===== config.mk =====
export PLATFORM = sky130hd
export DESIGN_NAME = exponential_sine_sweep_generator_core
export DESIGN_NICKNAME = d
export VERILOG_FILES = /design/src/hdl/essg_pkg.sv /design/src/hdl/exponential_sine_sweep_generator_core.sv /design/src/hdl/essg_sine_lookup.sv
export SDC_FILE = /design/constraint.sdc
export NUM_CORES = 2
export LEC_CHECK = 0
export ABC_AREA = 1
export BUFFER_PORTS_ARGS = -buffer_cell sky130_fd_sc_hd__buf_2
export CAP_MARGIN = 10
export CELL_PAD_IN_SITES_DETAIL_PLACEMENT = 1
export CELL_PAD_IN_SITES_GLOBAL_PLACEMENT = 1
export CORE_ASPECT_RATIO = 1.1
export CORE_MARGIN = 2
export CORE_UTILIZATION = 47
export DETAILED_ROUTE_END_ITERATION = 10
export GPL_TIMING_DRIVEN = 0
export PLACE_DENSITY_LB_ADDON = 0.1
export SETUP_SLACK_MARGIN = 0.5
export SYNTH_ARGS = -nofsm -noshare
export SYNTH_HDL_FRONTEND = slang
export SYNTH_SLANG_ARGS = --single-unit

===== constraint.sdc =====
create_clock -name i_clk -period 19.1 [get_ports i_clk]
set_clock_uncertainty 0.1 [all_clocks]
set_input_delay 0.955 -clock i_clk [delete_from_list [all_inputs] [get_ports i_clk]]
set_output_delay 0.955 -clock i_clk [all_outputs]
set_load 0.005 [all_outputs]

===== src/hdl/essg_pkg.sv =====
package essg_pkg;

    // Widths of the datapath
    localparam int QUARTER_TABLE_BITS = 8;
    localparam int SAMPLE_BITS        = 16;
    localparam int PHASE_BITS         = 48;
    localparam int RATE_BITS          = 32;
    localparam int GROWTH_SHIFT       = 40;
    localparam int PADDR_BITS         = 4;
    localparam int PDATA_BITS         = 64;

    localparam int ROM_SIZE = 1 << QUARTER_TABLE_BITS;

    // Largest sample magnitude
    localparam logic [SAMPLE_BITS-1:0] AMP = SAMPLE_BITS'((1 << (SAMPLE_BITS - 1)) - 1);

    // Nyquist: half a turn
    localparam logic [PHASE_BITS-1:0] HALF_TURN = PHASE_BITS'(1) << (PHASE_BITS - 1);

    // Reset values of the registers
    localparam logic [PHASE_BITS-1:0] START_STEP_RESET = PHASE_BITS'(64'd63826525331);
    localparam logic [RATE_BITS-1:0]  SWEEP_RATE_RESET = RATE_BITS'(32'd8640940);

    // 2*pi in Q30
    localparam logic [63:0] TWO_PI_Q30 = 64'd6746518852;

    // Register select (paddr bit 3, registers on 8-byte spacing)
    localparam logic REG_START_STEP = 1'b0;
    localparam logic REG_SWEEP_RATE = 1'b1;

    typedef logic [SAMPLE_BITS-1:0] t_rom [ROM_SIZE];

    // Registered lookup result handed back to the top level
    typedef struct packed {
        logic                   neg;
        logic [SAMPLE_BITS-1:0] mag;
    } t_sine_rd;

    // Build the quarter-wave table: Taylor series to the x^15 term in Q30
    function automatic t_rom build_sine_rom();
        t_rom        rom;
        logic [63:0] x;
        logic [63:0] x2;
        logic [63:0] term;
        logic [63:0] sum;
        logic [63:0] v;
        for (int i = 0; i < ROM_SIZE; i++) begin
            x    = (64'(i) * TWO_PI_Q30) >> (QUARTER_TABLE_BITS + 2);
            x2   = (x * x) >> 30;
            term = x;
            sum  = x;
            for (int k = 1; k <= 7; k++) begin
                term = ((term * x2) >> 30) / 64'((2 * k) * (2 * k + 1));
                if ((k & 1) != 0) begin
                    sum = sum - term;
                end else begin
                    sum = sum + term;
                end
            end
            v = (sum * 64'(AMP) + (64'd1 << 29)) >> 30;
            if (v > 64'(AMP)) begin
                v = 64'(AMP);
            end
            rom[i] = SAMPLE_BITS'(v);
        end
        return rom;
    endfunction

endpackage


===== src/hdl/exponential_sine_sweep_generator_core.sv =====
// Exponential sine sweep generator. Each request with tick set returns one signed
// sample, the sine of the running phase, while the phase step is at most half a turn;
// after that every sample is zero and done_res is held high. The block takes one
// request per clock while o_stall is low. The table read is registered when a request
// is accepted, and the output register loads from it once that register is free or
// drained, and offers the result on o_valid. The step update loop, one 48 x 32 growth
// product (two 24 x 32 partial products) and its adds, is combinational, which is what
// allows one request per clock. A request with tick clear is taken and yields no
// result. Writing start_step (address 0) restarts the sweep; sweep_rate lies at address 8.
module exponential_sine_sweep_generator_core (
    input  logic                                   i_clk,
    input  logic                                   i_rst_n,
    // request channel
    input  logic                                   i_valid,
    output logic                                   o_stall,
    input  logic                                   i_tick,
    // result channel
    output logic                                   o_valid,
    input  logic                                   i_stall,
    output logic signed [essg_pkg::SAMPLE_BITS-1:0] o_sample,
    output logic                                   o_done_res,
    // configuration port
    input  logic                                   psel,
    input  logic                                   penable,
    input  logic                                   pwrite,
    input  logic [essg_pkg::PADDR_BITS-1:0]        paddr,
    input  logic [essg_pkg::PDATA_BITS-1:0]        pwdata,
    output logic [essg_pkg::PDATA_BITS-1:0]        prdata,
    output logic                                   pready
);

    localparam int PB  = essg_pkg::PHASE_BITS;
    localparam int RB  = essg_pkg::RATE_BITS;
    localparam int SB  = essg_pkg::SAMPLE_BITS;
    localparam int QTB = essg_pkg::QUARTER_TABLE_BITS;
    localparam int HB  = PB / 2;

    logic                  cfg_wr;
    logic                  wr_start;
    logic                  in_acc;
    logic                  item;
    logic                  s1_adv;
    logic                  below;

    logic [PB-1:0]         r_start_step;
    logic [RB-1:0]         r_sweep_rate;
    logic [PB-1:0]         r_phase;
    logic [PB-1:0]         r_step;
    logic                  r_done;
    logic [PB-1:0]         n_phase;
    logic [PB-1:0]         n_step;
    logic                  n_done;

    logic [HB+RB-1:0]      prod_hi;
    logic [HB+RB-1:0]      prod_lo;
    logic [HB+RB:0]        prod_mid;
    logic [PB-1:0]         growth;

    logic                  r_s1_valid;
    logic                  r_s1_zero;
    logic                  r_s1_done;
    essg_pkg::t_sine_rd    sine_rd;
    logic [SB-1:0]         s1_sample;

    logic                  r_out_valid;
    logic [SB-1:0]         r_sample;
    logic                  r_done_out;

    // Configuration port
    assign pready   = 1'b1;
    assign cfg_wr   = psel && penable && pwrite && pready;
    assign wr_start = cfg_wr && (paddr[3] == essg_pkg::REG_START_STEP);
    assign prdata   = (paddr[3] == essg_pkg::REG_SWEEP_RATE)
                    ? essg_pkg::PDATA_BITS'(r_sweep_rate)
                    : essg_pkg::PDATA_BITS'(r_start_step);

    always_ff @(posedge i_clk) begin
        if (!i_rst_n) begin
            r_start_step <= essg_pkg::START_STEP_RESET;
            r_sweep_rate <= essg_pkg::SWEEP_RATE_RESET;
        end else if (cfg_wr) begin
            if (paddr[3] == essg_pkg::REG_START_STEP) begin
                r_start_step <= pwdata[PB-1:0];
            end else begin
                r_sweep_rate <= pwdata[RB-1:0];
            end
        end
    end

    // Handshake: stage one moves on when the output register is free or drained
    assign s1_adv  = !r_out_valid || !i_stall;
    assign o_stall = r_s1_valid && !s1_adv;
    assign in_acc  = i_valid && !o_stall;
    assign item    = in_acc && i_tick;

    // Step growth: step * rate >> 40, split into two partial products
    assign prod_hi  = (HB+RB)'(r_step[PB-1:HB]) * (HB+RB)'(r_sweep_rate);
    assign prod_lo  = (HB+RB)'(r_step[HB-1:0]) * (HB+RB)'(r_sweep_rate);
    assign prod_mid = (HB+RB+1)'(prod_lo)
                    + (HB+RB+1)'({prod_hi[essg_pkg::GROWTH_SHIFT-HB-1:0], HB'(0)});
    assign growth   = PB'(prod_hi[HB+RB-1:essg_pkg::GROWTH_SHIFT-HB])
                    + PB'(prod_mid[HB+RB:essg_pkg::GROWTH_SHIFT]);

    assign below = (r_step <= essg_pkg::HALF_TURN);

    // Advance phase and step, or end the sweep
    always_comb begin
        n_phase = r_phase;
        n_step  = r_step;
        n_done  = r_done;
        if (wr_start) begin
            n_phase = '0;
            n_step  = pwdata[PB-1:0];
            n_done  = 1'b0;
        end else if (item) begin
            if (below) begin
                n_phase = r_phase + r_step;
                n_step  = r_step + growth;
            end else begin
                n_done  = 1'b1;
            end
        end
    end

    always_ff @(posedge i_clk) begin
        if (!i_rst_n) begin
            r_phase <= '0;
            r_step  <= essg_pkg::START_STEP_RESET;
            r_done  <= 1'b0;
        end else begin
            r_phase <= n_phase;
            r_step  <= n_step;
            r_done  <= n_done;
        end
    end

    // Table read for the current phase
    essg_sine_lookup u_sine (
        .i_clk      (i_clk),
        .i_rd_en    (item),
        .i_quad_idx (r_phase[PB-1 -: QTB+2]),
        .o_rd       (sine_rd)
    );

    // Stage one: request in flight through the table read
    always_ff @(posedge i_clk) begin
        if (!i_rst_n) begin
            r_s1_valid <= 1'b0;
        end else if (in_acc) begin
            r_s1_valid <= i_tick;
        end else if (s1_adv) begin
            r_s1_valid <= 1'b0;
        end
    end

    always_ff @(posedge i_clk) begin
        if (item) begin
            r_s1_zero <= !below;
            r_s1_done <= n_done;
        end
    end

    // Form the signed sample
    assign s1_sample = r_s1_zero ? '0
                     : (sine_rd.neg ? SB'(~sine_rd.mag + 1'b1) : sine_rd.mag);

    // Output register
    always_ff @(posedge i_clk) begin
        if (!i_rst_n) begin
            r_out_valid <= 1'b0;
        end else if (s1_adv) begin
            r_out_valid <= r_s1_valid;
        end
    end

    always_ff @(posedge i_clk) begin
        if (s1_adv && r_s1_valid) begin
            r_sample   <= s1_sample;
            r_done_out <= r_s1_done;
        end
    end

    assign o_valid    = r_out_valid;
    assign o_sample   = r_sample;
    assign o_done_res = r_done_out;

    // A finished sweep only ever yields silence
    a_done_silent: assert property (@(posedge i_clk) disable iff (!i_rst_n)
        (o_valid && o_done_res) |-> (o_sample == '0))
        else $error("nonzero sample after sweep end");

    // Done stays set until start_step is rewritten
    a_done_sticky: assert property (@(posedge i_clk) disable iff (!i_rst_n)
        (r_done && !wr_start) |=> r_done)
        else $error("done flag dropped without restart");

    // A start_step write restarts phase and step
    a_restart: assert property (@(posedge i_clk) disable iff (!i_rst_n)
        wr_start |=> (r_phase == '0) && !r_done && (r_step == $past(pwdata[PB-1:0])))
        else $error("restart did not reload the sweep");

    // Stall only with a request held in stage one behind a full output
    a_stall_cause: assert property (@(posedge i_clk) disable iff (!i_rst_n)
        o_stall |-> (r_s1_valid && r_out_valid && i_stall))
        else $error("stall without a blocked request");

endmodule


===== src/hdl/essg_sine_lookup.sv =====
module essg_sine_lookup (
    input  logic                                    i_clk,
    input  logic                                    i_rd_en,
    input  logic [essg_pkg::QUARTER_TABLE_BITS+1:0] i_quad_idx,
    output essg_pkg::t_sine_rd                      o_rd
);

    localparam int QTB = essg_pkg::QUARTER_TABLE_BITS;

    // Quarter-wave table, read through a register
    localparam essg_pkg::t_rom SINE_ROM = essg_pkg::build_sine_rom();

    logic [1:0]                         quad;
    logic [QTB-1:0]                     idx;
    logic [QTB-1:0]                     addr;
    logic                               pole;
    logic [essg_pkg::SAMPLE_BITS-1:0]   r_mag;
    logic                               r_neg;

    assign quad = i_quad_idx[QTB+1:QTB];
    assign idx  = i_quad_idx[QTB-1:0];

    // Mirror the index in odd quadrants; the peak sits just past the table
    assign addr = quad[0] ? QTB'(~idx + 1'b1) : idx;
    assign pole = quad[0] && (idx == '0);

    // Read the table and hold until the next request
    always_ff @(posedge i_clk) begin
        if (i_rd_en) begin
            r_mag <= pole ? essg_pkg::AMP : SINE_ROM[addr];
            r_neg <= quad[1];
        end
    end

    assign o_rd.neg = r_neg;
    assign o_rd.mag = r_mag;

endmodule

==> run metrics <==
number of synthesized flops with an enable pin=35; total number of vias=approximately 72000; vias in the first global route=76400; grt ovf=0; postcts setup bufs=0; largest net degree at the start of global routing=21; first-pass GRT wire length=just over 500000 um; Worst EP arrival=between 15000 and 20000 ps; final setup fails=0; critical path's largest stage delay=~1000 ps; gr usage total=roughly 47%; Post-Route Setup TNS=0 ps; Async SR Flop Fraction=0%; met3 routed WL=around 38000 um; Setup CP Type=reg2reg; CTS resizes=0; Post-CTS Hold Fix Bufs=0; final slew viol count=0; RSZ-0062 raised after global routing=no; compound-gate portion of the synthesized area=5.95%; status=finished with violations; DRC errors left=0; I/O pin count=160; drt first pass iters=5; share of layout cells above drive strength 1=2.98%; area grow syn2layout=6.46%; Cell Area, Synth=71100 um^2; relative slew slack=less than 1%; worst-path maximum fanout=10; met2 routed WL=approximately 160000 um; clock sink count=about 210; final net count=roughly 12000; wire per inst=slightly below 30 um; placer congestion estimate=a little over 1; maxcap violations=1; Initial Utilization=approximately 47%; CP Launch Type=register; final worst-path cycle share=approximately four fifths; initial antenna violation count=27; post-route ant nets=0; die span in x=375 um; number of port buffers=approximately 120; Syn Area/Cell=slightly above 7 um^2; CTS tree=done; Clock Path Buffers=3; Rows=between 100 and 150; mux cell area share after synthesis=0%; M1 WL=~130000 um; Root Driver=clkbuf_16; worst-margin pin slew=around 1500 ps; Final Hold Vio Count=0; Total Wirelength=roughly 370000 um; Max Freq=about 67 MHz; Hold WC Path Type=reg2reg; die footprint=about 150000 um^2; endpoint class of the critical path=register; Req. time, crit path=19490 ps; Reg clk slew, reported paths=70 ps; Die Ht=412 um; Cell variety after synth=47; Placeable Area=150000 um^2; main combinational cell family by area after synthesis=adder cells; Worst path slowest cell=clkbuf_1; Max Used Layer=met5; adder-cell area share of the yosys netlist=a little under half; Seq cells post-synth=~210; 1st-iter DRT viols=between 6000 and 7000; H-tree levels=1; DP Wirelength=309000 um; cell count after synthesis=roughly 10000; DR vias/cell=approximately 6; post-synthesis xor/xnor area fraction=~1.3%; worst-skew pair later-pin latency=between 600 and 700 ps; YS warnings=0; fin crit period=between 10000 and 15000 ps; failing checks=capacitance limit; Post-Synth Simple-Gate Area=23.3%; Num CTS Buffers=24; ys flop type=dfxtp_1; sequential element share of the synthesized area=under 10%
-- Yosys cell counts, types with 2 or more instances --
cell      number  area share [%]
nand2_1     3020              16
nor4_1        16            0.14
nor2_1       564             3.0
o21a_1        11            0.12
and2_1         4           0.035
inv_1       2443              13
nand4_1       63            0.55
and3_1         5           0.044
o21ai_1        6           0.042
ha_1         519             9.1
clkbuf_1     424             2.2
o211ai_1      25            0.26
a21o_1        12            0.13
a31oi_1       13            0.11
o21ai_0      308             2.2
or2_2          3           0.026
nand2_2        9           0.079
buf_4         30            0.32
clkinv_1       2           0.011
fa_1        1351              38
buf_6          2           0.032
o21bai_1      25            0.26
nand3_1      396             2.8
a21oi_1      360             2.5
xnor2_1       55            0.68
nand3_2        3           0.042
edfxtp_1      35             1.5
buf_2         35            0.25
xor2_1        47            0.58
and2_0         2           0.018
conb_1         2           0.011
buf_1         22            0.12
dfxtp_1      179             5.0
nor3_1        61            0.43
a21boi_0      12            0.13
inv_2          5           0.026
nand3b_1      13            0.14
a211oi_1       4           0.042
o22ai_1       11           0.097
-- sequential cells by signal (all words and copies together), names as in the netlist --
name	cells
o_done_res	1
r_s1_zero	1
u_sine.r_neg	1
r_phase	48
r_s1_valid	1
r_sweep_rate	32
o_sample	16
u_sine.r_mag	15
o_valid	1
r_done	1
r_step	48
r_start_step	48
r_s1_done	1
-- cell type report --
cell class,count,area (um^2)
clock buffers,28,626
clock inverters,16,236
repair buffers,149,1120
fillers,19700,74300
diodes,23,57.6
flip-flops and latches,214,4630
inverters,2450,9200
multi-input cells,6943,55300
well taps,1963,2460
plain buffers,513,2120
-- routing by layer --
layer | track usage, % | vias up
met5 | 0.711 | -
met4 | 38.8 | 20
met3 | 13.0 | 1563
met2 | 72.7 | 4270
met1 | 54.5 | 36200
li1 | - | 30000
-- cell families (layout without fill, tap and decap cells) --
kind of cell	after synthesis	in the layout
xor+xnor	102	102
flops	214	214
compound gates	791	791
simple gates	4163	4163
other cells	2	40
fa+ha+maj	1870	1870
buf+inv	2963	3156
-- metrics by stage --
step           hold slack, ps  utilization (%)  instance area (um^2)  setup WS (ps)  instances
2_1_floorplan             300                -                 71200           8580      10100
3_3_place_gp              307             49.5                 74300           4760      12200
3_5_place_dp              318             49.7                 74600           4830      12200
4_1_cts                   327             50.3                 75500           4770      12300
5_1_grt                   329             50.4                 75700           4010      12300
6_report                  332             50.5                 75700           4150      12300
-- critical path, delay by kind of cell (launching register included) --
family | cells | cell delay, ps
buffers and inverters | 13 | 2780
AO/OA/AOI/OAI | 2 | 690
flip-flops | 1 | 610
AND/OR/NAND/NOR | 19 | 3470
XOR/XNOR | 1 | 310
adder cells (fa/ha/maj) | 15 | 6830
-- worst paths after layout --
| kind | from | end | slack [ps] | cells past startpoint |
|---|---|---|---|---|
| hold reg to reg | r_s1_done | o_done_res | 330 | 0 |
| setup / recovery | r_step[32] | r_step[46] | 4150 | 50 |
| setup reg to reg | r_step[32] | r_step[46] | 4150 | 50 |
| hold / removal | r_s1_done | o_done_res | 330 | 0 |
-- cell usage in the layout, fill, tap and decap left out, drive strengths merged, types with 16 or more instances in the layout --
cell and instances:
nor2 565, xor2 47, dfxtp 179, o21bai 25, nand4 63, o21ai 315, fa 1351, ha 519
inv 2453, nor3 61, a21oi 360, nor4 16, conb 17, o211ai 25, clkbuf 452, nand2 3030
buf 238, edfxtp 35, xnor2 55, diode 23, nand3 399
Power is not shown: default switching activity piles up to over one toggle a cycle in this logic, so the estimate is an artifact.
